`config.mk`:
```
export PLATFORM = sky130hd
export DESIGN_NAME = pns_lerp
export DESIGN_NICKNAME = d
export VERILOG_FILES = /design/src/sv/perlin_noise_3d_sampler_macros.svh /design/src/sv/pns_lerp.sv
export SDC_FILE = /design/constraint.sdc
export NUM_CORES = 1
export LEC_CHECK = 0
export BUFFER_PORTS_ARGS = -buffer_cell sky130_fd_sc_hd__buf_4
export CORE_MARGIN = 8
export CORE_UTILIZATION = 45
export DETAILED_ROUTE_END_ITERATION = 10
export HOLD_SLACK_MARGIN = 0.02
export PLACE_DENSITY_LB_ADDON = 0.12
export SETUP_SLACK_MARGIN = 0.5
export SYNTH_ARGS = -nofsm -noshare
export SYNTH_HDL_FRONTEND = slang
export SYNTH_SLANG_ARGS = --single-unit
export TNS_END_PERCENT = 30
```
`constraint.sdc`:
```
create_clock -name clk -period 12.5 [get_ports clk]
set_input_delay 0.625 -clock clk [delete_from_list [all_inputs] [get_ports clk]]
set_output_delay 0.625 -clock clk [all_outputs]
set_load 0.02 [all_outputs]
```
`src/sv/perlin_noise_3d_sampler_macros.svh`:
```
// assertion macros shared by the noise sampler rtl
// expects clk and rst in the scope where a macro is used
`ifndef PERLIN_NOISE_3D_SAMPLER_MACROS_SVH
`define PERLIN_NOISE_3D_SAMPLER_MACROS_SVH

`define PNS_ASSERT_IMPLIES(lbl, ante, cons, msg) \
  lbl: assert property (@(posedge clk) disable iff (rst) (ante) |-> (cons)) else $error(msg);

`define PNS_ASSERT_NEXT(lbl, ante, cons, msg) \
  lbl: assert property (@(posedge clk) disable iff (rst) (ante) |=> (cons)) else $error(msg);

`endif

```
`src/sv/pns_lerp.sv`:
```
// two-stage linear interpolation, a + floor(w * (b - a))
// no dependencies
`default_nettype none

module pns_lerp #(
  parameter int W  = 20,
  parameter int WW = 18,
  parameter int F  = 16
) (
  input  wire logic                 clk,
  input  wire logic                 en,
  input  wire logic signed [WW-1:0] w,
  input  wire logic signed [W-1:0]  a,
  input  wire logic signed [W-1:0]  b,
  output      logic signed [W-1:0]  y
);

  localparam int PW = WW + W + 1;

  logic signed [W:0]    diff;
  logic signed [PW-1:0] prod;
  logic signed [W-1:0]  a_q;

  assign diff = $signed({b[W-1], b}) - $signed({a[W-1], a});

  always_ff @(posedge clk) begin
    if (en) begin
      prod <= w * diff;
      a_q  <= a;
      y    <= a_q + W'(prod >>> F);
    end
  end

endmodule

`default_nettype wire

```
==> flow_metrics.env <==
export IMPL_overflow=0
export IMPL_io_buffers=79
export IMPL_post_cts_buffers=0
export IMPL_finalCritPeriodShare_pct=73.8
export IMPL_critical_path_top_delay_family="adder cells"
export IMPL_dr_pass1_iters=4
export IMPL_syn2layout_area_growth_pct=8.71
export IMPL_slowest_stage="xor2_2"
export IMPL_ys_seq_elements=60
export IMPL_num_antenna_cells=0
export IMPL_multiInputGateArea_sq_um=12700
export IMPL_dp_hpwl_um=31300
export IMPL_ctsHoldBuffers=0
export IMPL_syn_inst=1716
export IMPL_cts_resized_gates=0
export IMPL_drv_cap=0
export IMPL_finalHoldViolations=0
export IMPL_drt_wl_total_um=38400
export IMPL_yosysTopAreaCell="fa_1"
export IMPL_vias=11100
export IMPL_clk_pin_slew_ps=60
export IMPL_coreArea_sq_um=36200
export IMPL_syn_avg_cell_area_sq_um=9.53
export IMPL_finalWorstPathRequiredPeriod_ps=9230
export IMPL_finalClockSkew_ps=6.61
export IMPL_synth_top_area_share_pct=43.5
export IMPL_start_kind="primary input"
export IMPL_maxSlewHeadroom_pct=32.6
export IMPL_cpMostUsedCell="fa_1"
export IMPL_drive_gt1_share_pct=7.51
export IMPL_yosysUniqueCellTypes=60
export IMPL_post_route_drc_count=0
export IMPL_viasPerCell=4.97
export IMPL_synth_area_sq_um=16400
export IMPL_cp_num_buf_inv=5
export IMPL_synth_main_ff_cell="edfxtp_1"
export IMPL_setup_violations=0
export IMPL_synth_area_leaders="fa_1, edfxtp_1, inv_1"
export IMPL_pin_count=80
export IMPL_rsz0062_at_grt="false"
export IMPL_antenna_found_initial=0
export IMPL_setup_tns_ps=0
export IMPL_yosys_warnings=0
export IMPL_root_buffer="clkbuf_16"
export IMPL_worst_slew_pin_slew_ps=1010
export IMPL_reg2reg_slack_ps=9080
export IMPL_place_gp_congestion=0.811
export IMPL_htree_levels=3
export IMPL_max_freq_mhz=108
export IMPL_hold_slack_ps=465
export IMPL_syn_nets=2260
export IMPL_grt_pass1_wl_um=65100
export IMPL_postLayoutCellArea_sq_um=17800
export IMPL_required_ps=12580
export IMPL_cts_tree="done"
export IMPL_hold_class="primary input to flop"
export IMPL_cts_path_max_buffers=2
export IMPL_die_w_um=207
export IMPL_gr_usage_all_layers_pct=19.5
export IMPL_start_util_pct=45.2
export IMPL_nets=2310
export IMPL_die_area_sq_um=42700
export IMPL_grt_start_max_net_pins=61
export IMPL_arrival_ps=9310
export IMPL_status="finished clean"
export IMPL_post_dp_cell_area_sq_um=17500
export IMPL_crit_path_end_kind="flop"
export IMPL_criticalPathCategory="primary input to flop"
export IMPL_postSynth_asyncResetShare_pct=0
export IMPL_fillers=3471
export IMPL_antenna_left=0
export IMPL_cts_sinks=60
export IMPL_grt_pass1_vias=12600
export IMPL_yosysSeqAreaShare_pct=11.0
export IMPL_synth_enable_flop_cells=60
export IMPL_drv_slew=0
export IMPL_cts_buffers=9
export IMPL_clk_latency_ps=340
export IMPL_worstPathMaxFanout=17
export IMPL_die_height_um=207
export IMPL_wl_per_cell_um=17.2
export IMPL_drt_iter0_markers=430
export IMPL_regArea_sq_um=1800
export IMPL_crit_path_max_incr_delay_ps=800
export IMPL_rows=70
## cells by family after synthesis
logic type      after synthesis  share of synthesized area (%)
flops                        60                           11.0
buf+inv                     495                           11.4
simple gates                481                           15.1
fa+ha+maj                   484                           53.3
compound gates              134                           5.69
xor+xnor                     62                           3.49
## worst register-to-register path: stages, from the launching register on
cell	delay, ps
edfxtp_1	390
ha_1	230
inv_1	70
fa_1	210
nor2b_1	60
o21ai_0	280
a21boi_1	140
o21ai_0	230
a21boi_1	150
o2111ai_1	340
a21oi_1	220
o41ai_1	580
nand3_1	140
o311ai_0	150
## placed cells by master (no fill, tap or decap), drive strengths merged, types with 3 or more instances in the layout
cell type / instances
o211ai: 5
a21o: 20
nand3: 11
xor2: 13
and2b: 3
edfxtp: 60
a21oi: 39
or3: 3
nand2: 188
and2: 160
fa: 355
a211oi: 5
nor2b: 28
clkbuf: 9
buf: 95
clkinv: 3
a21boi: 6
o21ai: 19
o21bai: 8
nand4: 4
and3: 7
ha: 129
inv: 440
nand2b: 14
o21a: 9
a31oi: 6
xnor2: 47
o31ai: 3
nor2: 41
nor3: 12
## metal layers
layer	routed length (um)	vias up	track usage [%]
met4	979	0	5.14
met5	0	-	0
met1	17000	5716	25.0
met3	1260	48	2.28
met2	19200	172	34.5
li1	-	5201	-
## flip-flops by register name, indices dropped and copies added (netlist names)
register  flops
a_q          20
prod         20
y            20
## layout make-up
| cell class | count | share of cell area (%) |
|---|---|---|
| Sequential cell | 60 | 10.1 |
| Clock inverter | 7 | 0.373 |
| Clock buffer | 9 | 1.27 |
| Inverter | 439 | 9.27 |
| Multi-Input combinational cell | 1161 | 71.6 |
| Tap cell | 468 | 3.29 |
| Timing Repair Buffer | 95 | 4.01 |
## worst paths after layout
path,start,end,cells past startpoint
worst max-delay path,a[1],prod[35],32
worst min-delay path,a[2],a_q[2],1
worst max register to register,a_q[0],y[18],13
worst min register to register,prod[16],y[0],1
## Yosys cell counts (3+ instances only)
library cell  instances
a21boi_0              4
fa_1                355
a211oi_1              5
a21o_1               20
inv_1               439
o21ai_0              16
nor2b_1              28
nand2_1             186
o211ai_1              5
nor3_1               12
xor2_1               13
nor2_1               41
xnor2_1              47
and3_1                6
o21a_1                9
ha_1                129
a31oi_1               5
clkbuf_1             55
edfxtp_1             60
nand3_1               9
a21oi_1              39
o21bai_1              8
nand2b_1             14
and2_1              160
nand4_1               3
## stage by stage
stage	cells	setup WS (ps)	utilization, %
floorplan	1716	4110	-
global placement	2223	3110	48.3
detailed placement	2223	2910	48.3
CTS	2239	3250	49.1
global route	2239	2780	49.1
finish	2239	3270	49.1
Power is not shown: default switching activity piles up to over one toggle a cycle in this logic, so the estimate is an artifact.
