==> src/sv/perlin_noise_3d_sampler_macros.svh <==
// assertion macros shared by the noise sampler rtl
// expects clk and rst in the scope where a macro is used
`ifndef PERLIN_NOISE_3D_SAMPLER_MACROS_SVH
`define PERLIN_NOISE_3D_SAMPLER_MACROS_SVH

`define PNS_ASSERT_IMPLIES(lbl, ante, cons, msg) \
  lbl: assert property (@(posedge clk) disable iff (rst) (ante) |-> (cons)) else $error(msg);

`define PNS_ASSERT_NEXT(lbl, ante, cons, msg) \
  lbl: assert property (@(posedge clk) disable iff (rst) (ante) |=> (cons)) else $error(msg);

`endif

==> src/sv/pns_fade.sv <==
// quintic fade curve over three multiplier stages
// no dependencies
`default_nettype none

module pns_fade #(
  parameter int F = 16
) (
  input  wire logic                clk,
  input  wire logic                en,
  input  wire logic [F-1:0]        t,
  output      logic signed [F+1:0] f
);

  localparam int PW = F + 5;
  localparam logic signed [PW-1:0] FIFTEEN_ONE = PW'(15 * (1 << F));
  localparam logic signed [PW-1:0] TEN_ONE     = PW'(10 * (1 << F));

  logic signed [PW-1:0] u;
  logic signed [F+PW:0] tu;
  logic [2*F-1:0]       tt;
  logic [2*F-1:0]       ttt;
  logic signed [F+PW:0] tp;

  logic [F-1:0]         t_a;
  logic [F-1:0]         t2_a;
  logic signed [PW-1:0] p_a;
  logic [F-1:0]         t3_b;
  logic signed [PW-1:0] p_b;

  assign u   = $signed(PW'(t) * PW'(6)) - FIFTEEN_ONE;
  assign tu  = $signed({1'b0, t}) * u;
  assign tt  = (2*F)'(t) * (2*F)'(t);
  assign ttt = (2*F)'(t2_a) * (2*F)'(t_a);
  assign tp  = $signed({1'b0, t3_b}) * p_b;

  always_ff @(posedge clk) begin
    if (en) begin
      t_a  <= t;
      t2_a <= tt[2*F-1:F];
      p_a  <= PW'(tu >>> F) + TEN_ONE;
      t3_b <= ttt[2*F-1:F];
      p_b  <= p_a;
      f    <= (F+2)'(tp >>> F);
    end
  end

endmodule

`default_nettype wire

==> config.mk <==
export PLATFORM = sky130hd
export DESIGN_NAME = pns_fade
export DESIGN_NICKNAME = d
export VERILOG_FILES = /design/src/sv/perlin_noise_3d_sampler_macros.svh /design/src/sv/pns_fade.sv
export SDC_FILE = /design/constraint.sdc
export NUM_CORES = 2
export LEC_CHECK = 0
export BUFFER_PORTS_ARGS = -buffer_cell sky130_fd_sc_hd__buf_2
export CAP_MARGIN = 25
export CORE_ASPECT_RATIO = 1.25
export CORE_UTILIZATION = 65
export CTS_BUF_LIST = sky130_fd_sc_hd__clkbuf_8
export CTS_CLUSTER_SIZE = 10
export DETAILED_ROUTE_END_ITERATION = 8
export PLACE_DENSITY = 0.81
export REMOVE_ABC_BUFFERS = 1
export SYNTH_ARGS = -nofsm -noshare
export SYNTH_HDL_FRONTEND = slang
export SYNTH_SLANG_ARGS = --single-unit
export TNS_END_PERCENT = 20
==> constraint.sdc <==
create_clock -name clk -period 22.2 [get_ports clk]
set_clock_uncertainty 0.2 [all_clocks]
set_input_delay 3.33 -clock clk [delete_from_list [all_inputs] [get_ports clk]]
set_output_delay 3.33 -clock clk [all_outputs]
set_load 0.02 [all_outputs]
==> run metrics <==
largest net degree at the start of global routing=65; xor and xnor area share after synthesis=2.49%; #FFs+latches synth=108; CP top delay family=compound AO/OA/AOI/OAI gates; Synth top cells by count=inv_1 (1195), fa_1 (976), nand2_1 (597); first-pass GRT wire length=158000 µm; nets=5632; Resize count post-CTS=0; Slew Limit Fails=0; setup TNS=0 ns; ys flop type=edfxtp_1; largest family of logic cells by synthesized area=adder cells; slack of the worst reg-to-reg path=14.58 ns; Fill cells=4710; post-synth top area cell=fa_1; IO buf count=35; compound-gate portion of the synthesized area=4.20%; number of max-cap violations=0; htree depth=3; crit path buf inv count=9; post-synthesis sequential area ratio=7.96%; status=finished, final reports clean; TritonCTS clock tree=yes; vias post-DR=28700; Mean Syn Cell Area=9.44 µm²; first drt pass iteration count=6; RSZ-0062 raised after global routing=no; Synth top area share=48.0%; fraction of registers with async set/reset=0%; HPWL Detailed=75200 µm; WP data required=22.18 ns; Simple-Gate Fraction of Synth Area=12.6%; mux contribution to synthesized area=0.0922%; vias per cell=5.64; critical-path maximum fanout=30; setup violators final=0; fin crit period=14.23 ns; initial drt markers=1982; Synth-to-Final Area Change=2.93%; Least-Margin Pin Slew=1.07 ns; number of remaining DRC errors=0; number of flops mapped to enable cells by yosys=108; critical path's slowest cell=a2111oi_1; Routed Antenna Nets=0; Hold Path Class=reg2reg; Syn Inst Count=4313; worst r2r src=t2_a[10]; most frequent cell after synthesis=inv_1; Root Buffer=clkbuf_8; Longest Clk Path Bufs=2; adder-cell share of the synthesized area=60.1%; Worst Setup End Kind=flop; Sink Count=108; cts bufs inserted=9; initial cell density of the core=65.8%; Crit Path Category=in2reg; Synth Warn #=0; R2R cell count=23; Die Height=282 µm; layout cells sized above 1=2.87%; Netlist cell types=62; vias in the first global route=32500; top post-synthesis cells by area=fa_1 (48%), ha_1 (12%), inv_1 (11%); Die ar.=0.0637 mm²; GP Congestion=0.937; Wirelength per Cell=18.5 µm; maximum clock frequency=70.3 MHz; end of the critical path=p_a[20]; WL final=94200 µm; RR Endpoint=t3_b[7]; Clk Latency, worst-skew pair=0.45 ns; Tot GR Track Use=32.2%; synthesized area=0.0407 mm²; Levels on crit path=38; row count=102; initial antenna violation count=1; CP peak stage delay=0.87 ns; relative slew slack=28.7%; core box area=0.0619 mm²; Hold Buf Count CTS=0; Final Hold Fails=0; Worst Path Arrival=14.21 ns; Final period util=64.1%; Post-CTS Setup Inserts=0; IO Count=36; startpoint types=input pin; total grt overflow=0; Worst-path clk slew=0.14 ns; Die Width=226 µm; most used cell, CP=fa_1; critical path startpoint=t[4]
-- worst register-to-register path: cells and delay by family (launching register included) --
kind	cells	cell delay [ns]
AO/OA/AOI/OAI	9	2.41
XOR/XNOR	1	0.13
adder cells (fa/ha/maj)	7	3.37
buffers and inverters	5	0.25
flip-flops	1	0.84
AND/OR/NAND/NOR	1	0.17
-- worst min-delay path by stage --
stage / from / endpoint / slack (ns) / cells past startpoint
floorplan: p_a[0] / p_b[0] / 0.20 / 0
global placement: p_a[20] / p_b[20] / 0.20 / 0
detailed placement: p_a[13] / p_b[13] / 0.21 / 0
CTS: p_a[0] / p_b[0] / 0.23 / 0
global route: p_a[13] / p_b[13] / 0.24 / 0
finish: p_a[7] / p_b[7] / 0.22 / 0
-- per-layer routing --
layer / routed length, µm / vias up / share of wire [%] / track usage [%]
met5: 0 / - / 0 / 0
met4: 6000 / 0 / 6.4 / 19.2
met3: 6670 / 369 / 7.1 / 3.81
met2: 48200 / 1267 / 51 / 56.9
met1: 33300 / 14600 / 35 / 37.6
li1: - / 12400 / - / -
-- cell families after synthesis --
group / count (synthesis)
compound gates: 256
xor+xnor: 116
fa+ha+maj: 1371
buf+inv: 1356
flops: 108
mux: 3
simple gates: 1103
-- layout make-up --
type	instances	area [µm²]	share of cell area, %
Sequential cell	108	3240	7.74
Clock inverter	7	75.1	0.179
Tap cell	832	1040	2.48
Multi-Input combinational cell	2849	32400	77.4
Inverter	1204	4520	10.8
Timing Repair Buffer	71	470	1.12
Clock buffer	9	124	0.295
Antenna cell	1	2.50	0.00597
-- stage by stage --
| step | setup slack (ns) | area (µm²) | hold slack (ns) | instances | util [%] |
|---|---|---|---|---|---|
| 2_1_floorplan | 9.66 | 40100 | 0.200 | 4161 | - |
| 5_1_grt | 7.63 | 41900 | 0.238 | 5081 | 67.7 |
| 4_1_cts | 8.24 | 41900 | 0.227 | 5079 | 67.7 |
| 6_report | 7.97 | 41900 | 0.216 | 5081 | 67.7 |
| 3_5_place_dp | 7.78 | 41700 | 0.205 | 5063 | 67.4 |
| 3_3_place_gp | 8.10 | 41700 | 0.200 | 5061 | 67.3 |
-- registers in the layout, summed over array words and instances, names as in the netlist --
signal,count
p_b,21
p_a,21
t_a,16
t3_b,16
f,18
t2_a,16
-- cell usage in the layout (no fill, tap or decap), types with 4 or more instances in the layout --
| master | Yosys | layout |
|---|---|---|
| inv_1 | 1195 | 1195 |
| fa_1 | 976 | 976 |
| nand2_1 | 597 | 597 |
| ha_1 | 395 | 395 |
| and2_1 | 315 | 315 |
| edfxtp_1 | 108 | 108 |
| nor2_1 | 99 | 99 |
| xnor2_1 | 88 | 82 |
| a21oi_1 | 68 | 68 |
| o21ai_0 | 54 | 54 |
| a21o_1 | 37 | 37 |
| buf_4 | 0 | 34 |
| buf_2 | 0 | 34 |
| xor2_1 | 28 | 26 |
| o21a_1 | 23 | 23 |
| nor3_1 | 15 | 15 |
| nand3_1 | 13 | 13 |
| and3_1 | 12 | 12 |
| nor2b_1 | 12 | 12 |
| a31oi_1 | 11 | 11 |
| clkbuf_8 | 0 | 9 |
| o21bai_1 | 8 | 8 |
| or3_1 | 7 | 7 |
| nand4_1 | 7 | 7 |
| nand2b_1 | 7 | 7 |
| xnor2_2 | 0 | 6 |
| or2_2 | 6 | 6 |
| a211oi_1 | 6 | 6 |
| clkinv_1 | 5 | 5 |
| nor4_1 | 5 | 5 |
| inv_2 | 4 | 4 |
| o2111ai_1 | 4 | 4 |
| or4_1 | 4 | 4 |
| a211o_1 | 4 | 4 |
| a31o_2 | 4 | 4 |
Power is not shown: default switching activity piles up to over one toggle a cycle in this logic, so the estimate is an artifact.
