`src/sv/perlin_noise_3d_sampler_macros.svh`:
```
// assertion macros shared by the noise sampler rtl
// expects clk and rst in the scope where a macro is used
`ifndef PERLIN_NOISE_3D_SAMPLER_MACROS_SVH
`define PERLIN_NOISE_3D_SAMPLER_MACROS_SVH

`define PNS_ASSERT_IMPLIES(lbl, ante, cons, msg) \
  lbl: assert property (@(posedge clk) disable iff (rst) (ante) |-> (cons)) else $error(msg);

`define PNS_ASSERT_NEXT(lbl, ante, cons, msg) \
  lbl: assert property (@(posedge clk) disable iff (rst) (ante) |=> (cons)) else $error(msg);

`endif

```
`src/sv/pns_ram.sv`:
```
// one copy of the permutation table, one write port and two registered reads
// no dependencies
`default_nettype none

module pns_ram #(
  parameter int DEPTH = 256,
  parameter int DW    = 8
) (
  input  wire logic                     clk,
  input  wire logic                     en,
  input  wire logic                     we,
  input  wire logic [$clog2(DEPTH)-1:0] waddr,
  input  wire logic [DW-1:0]            wdata,
  input  wire logic [$clog2(DEPTH)-1:0] raddr0,
  input  wire logic [$clog2(DEPTH)-1:0] raddr1,
  output      logic [DW-1:0]            rdata0,
  output      logic [DW-1:0]            rdata1
);

  logic [DW-1:0] mem [DEPTH];

  always_ff @(posedge clk) begin
    if (en) begin
      if (we) begin
        mem[waddr] <= wdata;
      end
      rdata0 <= mem[raddr0];
      rdata1 <= mem[raddr1];
    end
  end

endmodule

`default_nettype wire

```
`config.mk`:
```
export PLATFORM = sky130hd
export DESIGN_NAME = pns_ram
export DESIGN_NICKNAME = d
export VERILOG_FILES = /design/src/sv/perlin_noise_3d_sampler_macros.svh /design/src/sv/pns_ram.sv
export SDC_FILE = /design/constraint.sdc
export NUM_CORES = 2
export LEC_CHECK = 0
export BUFFER_PORTS_ARGS = -buffer_cell sky130_fd_sc_hd__buf_2
export CAP_MARGIN = 20
export CORE_ASPECT_RATIO = 1.4
export CORE_MARGIN = 4
export CORE_UTILIZATION = 43
export DETAILED_ROUTE_END_ITERATION = 12
export PLACE_DENSITY_LB_ADDON = 0.2
export SYNTH_ARGS = -nofsm -noshare
export SYNTH_HDL_FRONTEND = slang
export SYNTH_SLANG_ARGS = --single-unit
```
`constraint.sdc`:
```
create_clock -name clk -period 2.24 [get_ports clk]
set_clock_uncertainty 0.2 [all_clocks]
set_input_delay 0.224 -clock clk [delete_from_list [all_inputs] [get_ports clk]]
set_output_delay 0.224 -clock clk [all_outputs]
set_load 0.1 [all_outputs]
```
==> key figures <==
Placed design
  – PortBufs: 50
  – Gp weighted congestion: ~1.1
  – DP Cell Count: 9107
  – Placed cell area: ~110000 um2
  – DPL Wire Length: about 240000 um

Routing
  – Post-Route WL: between 300000 and 400000 um
  – Drt initial violations: 6668
  – WL/cell: between 30 and 40 um
  – Final ANT Viol Nets: 0
  – Routed vias: 60550
  – DRC viols: 0
  – Pre-Repair DR Iteration Count: 6
  – Via density: 6.380

Global route
  – Vias in the first global route: about 63000
  – Largest net degree at the start of global routing: about 100
  – Initial antenna violation count: 12
  – Gr ovfl total: 0
  – First-pass GRT wire length: between 400000 and 500000 um
  – GRT Total Usage: roughly 29%

STA
  – Fin crit period: ~2800 ps
  – Number of endpoints failing setup at the final stage: 16
  – Fmax: 357.9 MHz
  – Final worst-path setup slack: -554.3 ps
  – Slew Viols, Final: 0
  – Rel. slew slack: approximately two fifths
  – Tcrit/Tclk final: 124.7%
  – RSZ-0062 raised after global routing: true
  – Slew @ Worst Pin: between 800 and 900 ps
  – Hold Vio Cnt, Final: 0

Synthesis
  – Mux contribution to synthesized area: a little under a quarter
  – Cell Area, Synth: about 96000 um2
  – Synth Area in Compound Gates: 6.298%
  – XOR/XNOR Fraction of Synth Area: 0%
  – Synth Flop Type: edfxtp_1
  – Fraction of registers with async set/reset: 0%
  – Sequential fraction of the synthesis area: between 60% and 70%
  – Cell variety after synth: 66
  – Net count after synthesis: around 5200
  – Area leader, netlist: edfxtp_1
  – Post-synthesis adder-cell area fraction: 0%
  – Top cells by area, synth: edfxtp_1 64%, mux4_2 19%, mux2i_1 3.4%
  – Combinational family with the most area after synthesis: multiplexers
  – Post-Syn Area per Cell: ~19 um2
  – Syn Inst Count: between 5000 and 6000
  – YS warnings: 0
  – Post-Synth Simple-Gate Area: under 10%
  – EDFF count, synth: 2064
  – Register bit count reported by yosys: 2064
  – Synth top area share: 64.23%

Power
  – P per Cell Area: 726.5 nW/um2
  – Reported leakage power: ~40 nW
  – Peak VDD IR: roughly 540 uV
  – Total design power: 0.08704 W

Floorplanning
  – Die area: around 230000 um2
  – Die Span Y: about 570 um
  – Die Wd: 408.4 um
  – I/O pins: 51
  – Starting Density: 43.24%
  – Core ar.: roughly 220000 um2
  – Site row count: 205

Setup path
  – CP Cell Sequence: mux4_2 > a22oi_2 > a21oi_2 > nor4_4 > buf_4 > a31oi_4 > and3_4
  – Buf/Inv on CP: 1
  – Arrival time at the worst endpoint: between 3000 and 4000 ps
  – CP max FO: 2
  – Delay-heaviest family, CP: simple AND/OR/NAND/NOR gates
  – Largest stage delay, worst path: between 500 and 600 ps
  – WP data required: around 2700 ps
  – Worst setup SP type: flop
  – Crit path kind: flop to flop
  – CP max stage cell: nor4_4
  – Kind of end point of the critical path: flop

Cells and area
  – # nets final: approximately 6500
  – Layout cell share with drive strength beyond 1: 43.77%
  – Design area: approximately 120000 um2
  – Non-Filler Instances: between 9000 and 10000
  – Filler Cell Count: 17630
  – Area grow syn2layout: 24.14%
  – Fin util: between 50% and 60%

Clock network
  – CTS Buf Count: slightly above 200
  – Clk slew on worst S/H paths: approximately 60 ps
  – Clk sinks: around 2100
  – CTS tree: yes
  – Clk_lat worst skew: ~900 ps
  – Htree depth: 4
  – Clock buffer depth: 4
  – CTS Root Cell: clkbuf_16

Hold path
  – Worst hold-check path type: primary input to flop

Run status
  – Outcome: finished with violations
  – Failing checks: setup timing

Job
  – Max-cap viol count: 0
[tightest hold or removal path, delay by kind of cell]
kind / cells / cell delay (ps)
buffers and inverters: 4 / 630
AND/OR/NAND/NOR: 2 / 130
[report_power, final]
| part | switching, W | internal [W] |
|---|---|---|
| Sequential | 0.0000779 | 0.0426 |
| Clock | 0.0150 | 0.0200 |
| Combinational | 0.00546 | 0.00391 |
[worst paths after layout]
| path | cells past startpoint | from | slack [ps] | end |
|---|---|---|---|---|
| worst min-delay path | 6 | waddr[1] | 90 | mem[207][2] |
| worst min register to register | 5 | mem[114][3] | 970 | rdata1[3] |
| worst max register to register | 7 | mem[171][3] | -550 | rdata0[3] |
| worst max-delay path | 7 | mem[171][3] | -550 | rdata0[3] |
[kinds of logic (layout without fill, tap and decap cells)]
family | Yosys count | in the layout
flops | 2064 | 2064
mux | 1181 | 1181
compound gates | 863 | 863
simple gates | 657 | 657
buf+inv | 433 | 1822
other cells | 0 | 6
[placed cells by master, fill, tap and decap left out, drive strengths merged, types with 4 or more instances in the layout]
cell	count
a2111oi	12
clkinvlp	6
o221ai	62
mux2i	332
nor2	321
and3	4
a31oi	16
nand4	16
o21ai	32
buf	1426
o32ai	9
nand2	72
inv	12
bufinv	26
edfxtp	2064
nor3	61
clkinv	86
a311oi	9
diode	6
o211ai	9
o2bb2ai	14
a22oi	292
dlygate4sd3	18
a22o	37
o22a	6
or2	12
and2	7
a221oi	34
o22ai	97
nand2b	15
mux4	847
a211oi	34
a21oi	183
nor2b	44
clkbuf	245
nor4	43
nand3	51
[area by class of cell]
| type | count | area (um2) | area share (%) |
|---|---|---|---|
| Sequential cell | 2064 | 61980 | 51.74 |
| Multi-Input combinational cell | 2701 | 33570 | 28.02 |
| Timing Repair Buffer | 1449 | 13950 | 11.65 |
| Clock buffer | 243 | 5358 | 4.472 |
| Tap cell | 2898 | 3626 | 3.027 |
| Clock inverter | 122 | 1267 | 1.058 |
| Inverter | 8 | 30.03 | 0.02507 |
| Antenna cell | 6 | 15.01 | 0.01253 |
[repair_timing]
item / CTS / global route
endpoints found under the setup margin: 21 / 84
hold buffers: 21 / 0
gates resized for setup: 250 / 61
setup buffers: 7 / 6
endpoints found under the hold margin: 2456 / 0
pin swaps: 97 / 49
[sequential cells by signal, indices dropped and copies added, names as in the netlist]
register  cells
mem        2048
rdata0        8
rdata1        8
[cell usage after synthesis, types with 14 or more instances]
library cell  number
mux4_1            26
o2bb2ai_1         14
mux2i_1          332
a22o_1            37
nand2_1           72
nor4_1            38
a31oi_1           16
o21ai_0           29
o221ai_1          62
nand4_1           16
nor2_1           319
buf_2            110
a221oi_1          29
a22oi_1          292
nor3_1            56
buf_12            17
buf_4             51
nor2b_1           43
buf_8             20
a21oi_1          183
buf_1             24
nand3_1           51
buf_6             52
clkbuf_1         151
mux4_2           821
a211oi_1          34
edfxtp_1        2064
o22ai_1           97
nand2b_1          15
[routing by layer]
| metal | wire length [um] | global-route usage [%] |
|---|---|---|
| met5 | 49 | 0 |
| met1 | 119600 | 34.43 |
| met3 | 23250 | 4.350 |
| met4 | 24580 | 16.93 |
| met2 | 168000 | 48.69 |
[through the flow]
stage | worst slack [ps] | hold WS (ps) | setup TNS (ps)
after CTS | -548.8 | 21.86 | -4415
after detailed placement | -1654 | 404.5 | -20750
after global routing | -554.3 | 89.44 | -5238
after floorplan | -123.3 | 122.9 | -15140
final | -554.3 | 90.58 | -4505
after global placement | -1816 | 404.8 | -20870
(Power assumes the default switching activity.)
