## config.mk

```make
export PLATFORM = sky130hd
export DESIGN_NAME = pns_divrem
export DESIGN_NICKNAME = d
export VERILOG_FILES = /design/src/sv/perlin_noise_3d_sampler_macros.svh /design/src/sv/pns_pkg.sv /design/src/sv/pns_divrem.sv
export SDC_FILE = /design/constraint.sdc
export NUM_CORES = 1
export LEC_CHECK = 0
export BUFFER_PORTS_ARGS = -buffer_cell sky130_fd_sc_hd__buf_2
export CAP_MARGIN = 40
export CORE_ASPECT_RATIO = 1.25
export CORE_UTILIZATION = 25
export CTS_CLUSTER_DIAMETER = 60
export DETAILED_ROUTE_END_ITERATION = 8
export PLACE_DENSITY = 0.41
export SYNTH_ARGS = -nofsm -noshare
export SYNTH_HDL_FRONTEND = slang
export SYNTH_SLANG_ARGS = --single-unit
```

## constraint.sdc

```tcl
create_clock -name clk -period 11.17 [get_ports clk]
set_input_delay 1.6755 -clock clk [delete_from_list [all_inputs] [get_ports clk]]
set_output_delay 1.6755 -clock clk [all_outputs]
set_load 0.05 [all_outputs]
```

## src/sv/perlin_noise_3d_sampler_macros.svh

```systemverilog
// assertion macros shared by the noise sampler rtl
// expects clk and rst in the scope where a macro is used
`ifndef PERLIN_NOISE_3D_SAMPLER_MACROS_SVH
`define PERLIN_NOISE_3D_SAMPLER_MACROS_SVH

`define PNS_ASSERT_IMPLIES(lbl, ante, cons, msg) \
  lbl: assert property (@(posedge clk) disable iff (rst) (ante) |-> (cons)) else $error(msg);

`define PNS_ASSERT_NEXT(lbl, ante, cons, msg) \
  lbl: assert property (@(posedge clk) disable iff (rst) (ante) |=> (cons)) else $error(msg);

`endif

```

## src/sv/pns_pkg.sv

```systemverilog
// shared constants, codes and gradient table for the noise sampler
// no dependencies
`default_nettype none

package pns_pkg;

  localparam int FRAC_BITS_DEF   = 16;
  localparam int TABLE_DEPTH_DEF = 256;

  localparam int COORD_W  = 48;
  localparam int ORIGIN_W = 24;
  localparam int STEP_W   = 32;
  localparam int LIMIT_W  = 32;
  localparam int TVAL_W   = 8;
  localparam int OUT_W    = 20;
  localparam int CFG_W    = 24;
  localparam int CFG_IDX_W = 2;
  localparam int DIV_BITS = 4;

  localparam logic [CFG_IDX_W-1:0] REG_ORIGIN_X = 2'd0;
  localparam logic [CFG_IDX_W-1:0] REG_ORIGIN_Y = 2'd1;
  localparam logic [CFG_IDX_W-1:0] REG_ORIGIN_Z = 2'd2;

  localparam logic KIND_LOAD   = 1'b0;
  localparam logic KIND_SAMPLE = 1'b1;

  localparam logic signed [1:0] GP = 2'sb01;
  localparam logic signed [1:0] GN = 2'sb11;
  localparam logic signed [1:0] GZ = 2'sb00;

  localparam logic signed [1:0] GRAD_X [16] = '{
    GP, GN, GP, GN, GP, GN, GP, GN, GZ, GZ, GZ, GZ, GP, GZ, GN, GZ};
  localparam logic signed [1:0] GRAD_Y [16] = '{
    GP, GP, GN, GN, GZ, GZ, GZ, GZ, GP, GN, GP, GN, GP, GN, GP, GN};
  localparam logic signed [1:0] GRAD_Z [16] = '{
    GZ, GZ, GZ, GZ, GP, GP, GN, GN, GP, GP, GN, GN, GZ, GP, GZ, GN};

endpackage

`default_nettype wire

```

## src/sv/pns_divrem.sv

```systemverilog
// pipelined restoring remainder unit, pns_pkg::DIV_BITS (4) quotient bits per stage
// depends on pns_pkg
`default_nettype none

module pns_divrem #(
  parameter int W = 16
) (
  input  wire logic                       clk,
  input  wire logic                       en,
  input  wire logic [W-1:0]               dividend,
  input  wire logic [pns_pkg::STEP_W-1:0] divisor,
  output      logic [W-1:0]               rem
);

  localparam int G  = pns_pkg::DIV_BITS;
  localparam int NS = (W + G - 1) / G;
  localparam int QW = NS * G;
  localparam int SW = pns_pkg::STEP_W;
  localparam int CW = (W + 1 > SW) ? W + 1 : SW;

  logic [W-1:0]  r_q [NS];
  logic [QW-1:0] q_q [NS];
  logic [SW-1:0] s_q [NS];

  for (genvar s = 0; s < NS; s++) begin : g_st
    logic [W-1:0]  r_in;
    logic [QW-1:0] q_in;
    logic [SW-1:0] s_in;
    logic [W-1:0]  r_nx;
    logic [QW-1:0] q_nx;

    if (s == 0) begin : g_first
      assign r_in = '0;
      assign q_in = QW'(dividend);
      assign s_in = divisor;
    end else begin : g_rest
      assign r_in = r_q[s-1];
      assign q_in = q_q[s-1];
      assign s_in = s_q[s-1];
    end

    always_comb begin
      logic [CW-1:0] t;
      r_nx = r_in;
      q_nx = q_in;
      for (int j = 0; j < G; j++) begin
        t = CW'({r_nx, q_nx[QW-1]});
        q_nx = q_nx << 1;
        if (t >= CW'(s_in)) begin
          t = t - CW'(s_in);
        end
        r_nx = t[W-1:0];
      end
    end

    always_ff @(posedge clk) begin
      if (en) begin
        r_q[s] <= r_nx;
        q_q[s] <= q_nx;
        s_q[s] <= s_in;
      end
    end
  end

  assign rem = r_q[NS-1];

endmodule

`default_nettype wire

```

==> impl_metrics.json <==
{
  "start_util": 0.253,
  "ant_nets": 0,
  "num-fill-cells": 8487,
  "setup_tns_ns": 0,
  "syn_avg_cell_area_um2": 9.05,
  "fin_crit_sh": 0.931,
  "cp-start-kind": "input pin",
  "skew_ns": 0.0142,
  "post_drt_via_cell_ratio": 5.00,
  "path_delay_family": "compound AO/OA/AOI/OAI gates",
  "final_cells": 3407,
  "grtUsageTotal": 0.152,
  "cts-buffers-inserted": 17,
  "multi_input_area_um2": 14000,
  "clock_latency_ns": 0.48,
  "r2r_start": "s_q[2][1]",
  "timing.final.setup_violations": 0,
  "io_pins": 66,
  "cts_tree": "done",
  "grt_overflow": 0,
  "dieArea_um2": 82300,
  "worst-setup-path-type": "input pin to flop",
  "min_path_type": "flop to flop",
  "critPathBufInv": 3,
  "rsz0062_at_grt": "false",
  "drive_gt1_frac": 0.129,
  "vias": 17000,
  "coreArea_um2": 80300,
  "grt_pass1_vias": 17100,
  "relSlewSlack": 0.402,
  "antenna_found_initial": 3,
  "ys_seq_area_frac": 0.272,
  "syn_area_um2": 20300,
  "period_minus_slack_ns": 10.40,
  "rows": 116,
  "routed_wirelength_mm": 62.7,
  "synth_edf_count": 184,
  "fmax_ghz": 0.0962,
  "yosys_warnings": 0,
  "hold_violations": 0,
  "status": "completed",
  "dp.final_hpwl_mm": 52.0,
  "die_h_um": 320,
  "max_stage_delay_ns": 0.51,
  "h-tree-depth": 4,
  "regArea_um2": 5530,
  "min_to": "q_q[1][4]",
  "min_path_cells": 0,
  "path_common_cell": "ha_1",
  "hold_start": "q_q[0][0]",
  "cp.arrival_ns": 10.63,
  "gp_congestion": 0.860,
  "crit_fanout": 17,
  "path_clk_slew_ns": 0.07,
  "drtIter0Drc": 814,
  "syn_nets": 2563,
  "ys_seq_elements": 184,
  "ir_drop_v": 0.000126,
  "netlist_instances": 2241,
  "drt-pass1-iter-count": 5,
  "area_growth_pct": 12.2,
  "rrSetupSlack_ns": 0.93,
  "drv_cap": 0,
  "ys_types": 87,
  "io_buffers": 65,
  "end_kind": "flop",
  "p_leak_uw": 0.00965,
  "grt_start_max_net_pins": 68,
  "yosys_most_used_dff": "edfxtp_1",
  "worst-r2r-cell-count": 33,
  "nNetsFinal": 2654,
  "grt_first_pass_wirelength_mm": 96.6,
  "synthArstFlopShare": 0,
  "hold_ws_ns": 0.422,
  "power_density_nw_per_um2": 103,
  "slew_viol_final": 0,
  "cts-root-buf": "clkbuf_16",
  "die_w_um": 257,
  "worst_pin_slew_ns": 0.897,
  "placed_cells": 3375,
  "r2r_end": "r_q[3][15]",
  "critical_path_required_ns": 11.40,
  "clock-sinks": 184,
  "clock_path_buffers": 2,
  "slowest_stage": "a2111oi_1",
  "route.detailed.drc": 0,
  "routedWlPerCell_um": 18.4
}
==> sequential cells by signal (all words and copies together), names as in the netlist <==
name	count
q_q	24
s_q	96
r_q	64
==> synth_stat cells (7+ instances only) <==
| master | count | area, um2 |
|---|---|---|
| nor2b_1 | 34 | 213 |
| and2_1 | 15 | 93.8 |
| xor2_1 | 71 | 622 |
| o21a_1 | 35 | 263 |
| clkbuf_1 | 18 | 67.6 |
| mux2_4 | 7 | 105 |
| edfxtp_1 | 184 | 5530 |
| a211oi_1 | 24 | 180 |
| nor3b_1 | 11 | 82.6 |
| o211ai_1 | 9 | 67.6 |
| a2111oi_0 | 9 | 78.8 |
| a211o_1 | 8 | 70.1 |
| o21bai_1 | 19 | 143 |
| nor3_1 | 50 | 250 |
| nand3_1 | 37 | 185 |
| o31a_1 | 11 | 96.3 |
| ha_1 | 257 | 3220 |
| nand3b_1 | 8 | 60.1 |
| inv_1 | 156 | 586 |
| fa_1 | 15 | 300 |
| o2111ai_1 | 9 | 78.8 |
| a31oi_1 | 31 | 194 |
| a21oi_1 | 183 | 916 |
| a21o_1 | 64 | 480 |
| nor4_1 | 25 | 156 |
| mux2i_1 | 36 | 360 |
| nand2_1 | 170 | 638 |
| o31ai_1 | 10 | 75.1 |
| and3_1 | 19 | 119 |
| buf_2 | 12 | 60.1 |
| a31o_2 | 9 | 78.8 |
| nor2_1 | 145 | 544 |
| or2_2 | 13 | 81.3 |
| mux2_2 | 104 | 1170 |
| o21ai_0 | 143 | 716 |
| xnor2_1 | 106 | 928 |
| nand2b_1 | 28 | 175 |
| nand4_1 | 37 | 231 |
| or3_1 | 14 | 87.6 |
==> where the power goes <==
group | switching (uW) | internal (uW)
registers | 29.8 | 814
clock network | 312 | 321
logic | 504 | 354
==> metal layers <==
| metal | part of all wire | routed length [um] | track usage |
|---|---|---|---|
| met5 | 0 | 0 | 0 |
| met4 | 0.022 | 1370 | 0.0488 |
| met3 | 0.017 | 1100 | 0.0156 |
| met2 | 0.54 | 33800 | 0.292 |
| met1 | 0.42 | 26400 | 0.172 |
==> worst max-delay path by stage <==
| stage | startpoint | endpoint | slack, ns | cells past startpoint |
|---|---|---|---|---|
| floorplan | dividend[15] | r_q[0][10] | 1.22 | 37 |
| global placement | s_q[0][0] | r_q[1][1] | 0.47 | 38 |
| detailed placement | divisor[0] | r_q[0][13] | 0.37 | 36 |
| CTS | s_q[0][0] | r_q[1][7] | 0.48 | 38 |
| global route | s_q[0][0] | r_q[1][7] | 0.12 | 38 |
| finish | divisor[0] | r_q[0][13] | 0.77 | 36 |
==> area by class of cell <==
type	count	area share
Tap cell	1062	0.0584
Timing Repair Buffer	113	0.0330
Antenna cell	1	0.000110
Sequential cell	184	0.243
Inverter	157	0.0259
Multi-Input combinational cell	1859	0.613
Clock buffer	17	0.0187
Clock inverter	14	0.00792
==> stage by stage <==
| step | cell area [um2] | power [uW] | utilization | setup slack, ns |
|---|---|---|---|---|
| 6_report | 22800 | 2330 | 0.284 | 0.771 |
| 5_1_grt | 22800 | 2490 | 0.283 | 0.117 |
| 4_1_cts | 22700 | 2370 | 0.283 | 0.476 |
| 3_5_place_dp | 22100 | 1720 | 0.276 | 0.370 |
| 3_3_place_gp | 22100 | 1710 | 0.275 | 0.469 |
| 2_1_floorplan | 20300 | 1480 | - | 1.22 |
==> cells by family after synthesis <==
group	Yosys count	synth area share
xor+xnor	177	0.0764
mux	147	0.0807
compound gates	637	0.205
flops	184	0.272
fa+ha+maj	272	0.173
simple gates	626	0.152
buf+inv	198	0.0400
==> placed cells by master (no fill, tap or decap), types with 9 or more instances in the layout <==
cell / count
and2_1: 15
buf_2: 64
nand2b_1: 28
fa_1: 15
o21ai_0: 143
or3_1: 14
clkbuf_16: 17
o211ai_1: 9
a21o_1: 64
nor3_1: 50
nand4_1: 37
nand2_1: 170
ha_1: 257
nor4_1: 25
or2_2: 13
a31o_2: 9
edfxtp_1: 184
and3_1: 19
nor2_1: 145
a2111oi_0: 9
nor2b_1: 33
xor2_1: 71
nor3b_1: 11
o31ai_1: 10
o2111ai_1: 9
buf_4: 44
xnor2_1: 106
o21bai_1: 19
mux2i_1: 36
o21a_1: 35
nand3_1: 37
a211oi_1: 24
a31oi_1: 31
inv_1: 156
mux2_2: 104
a21oi_1: 183
o31a_1: 11
==> repair_timing <==
item | in CTS | in global routing
endpoints found under the setup margin | 0 | 13
hold buffers | 0 | 0
setup buffers | 0 | 0
resized for setup | 0 | 2
Power figures use the tool's default switching activity.
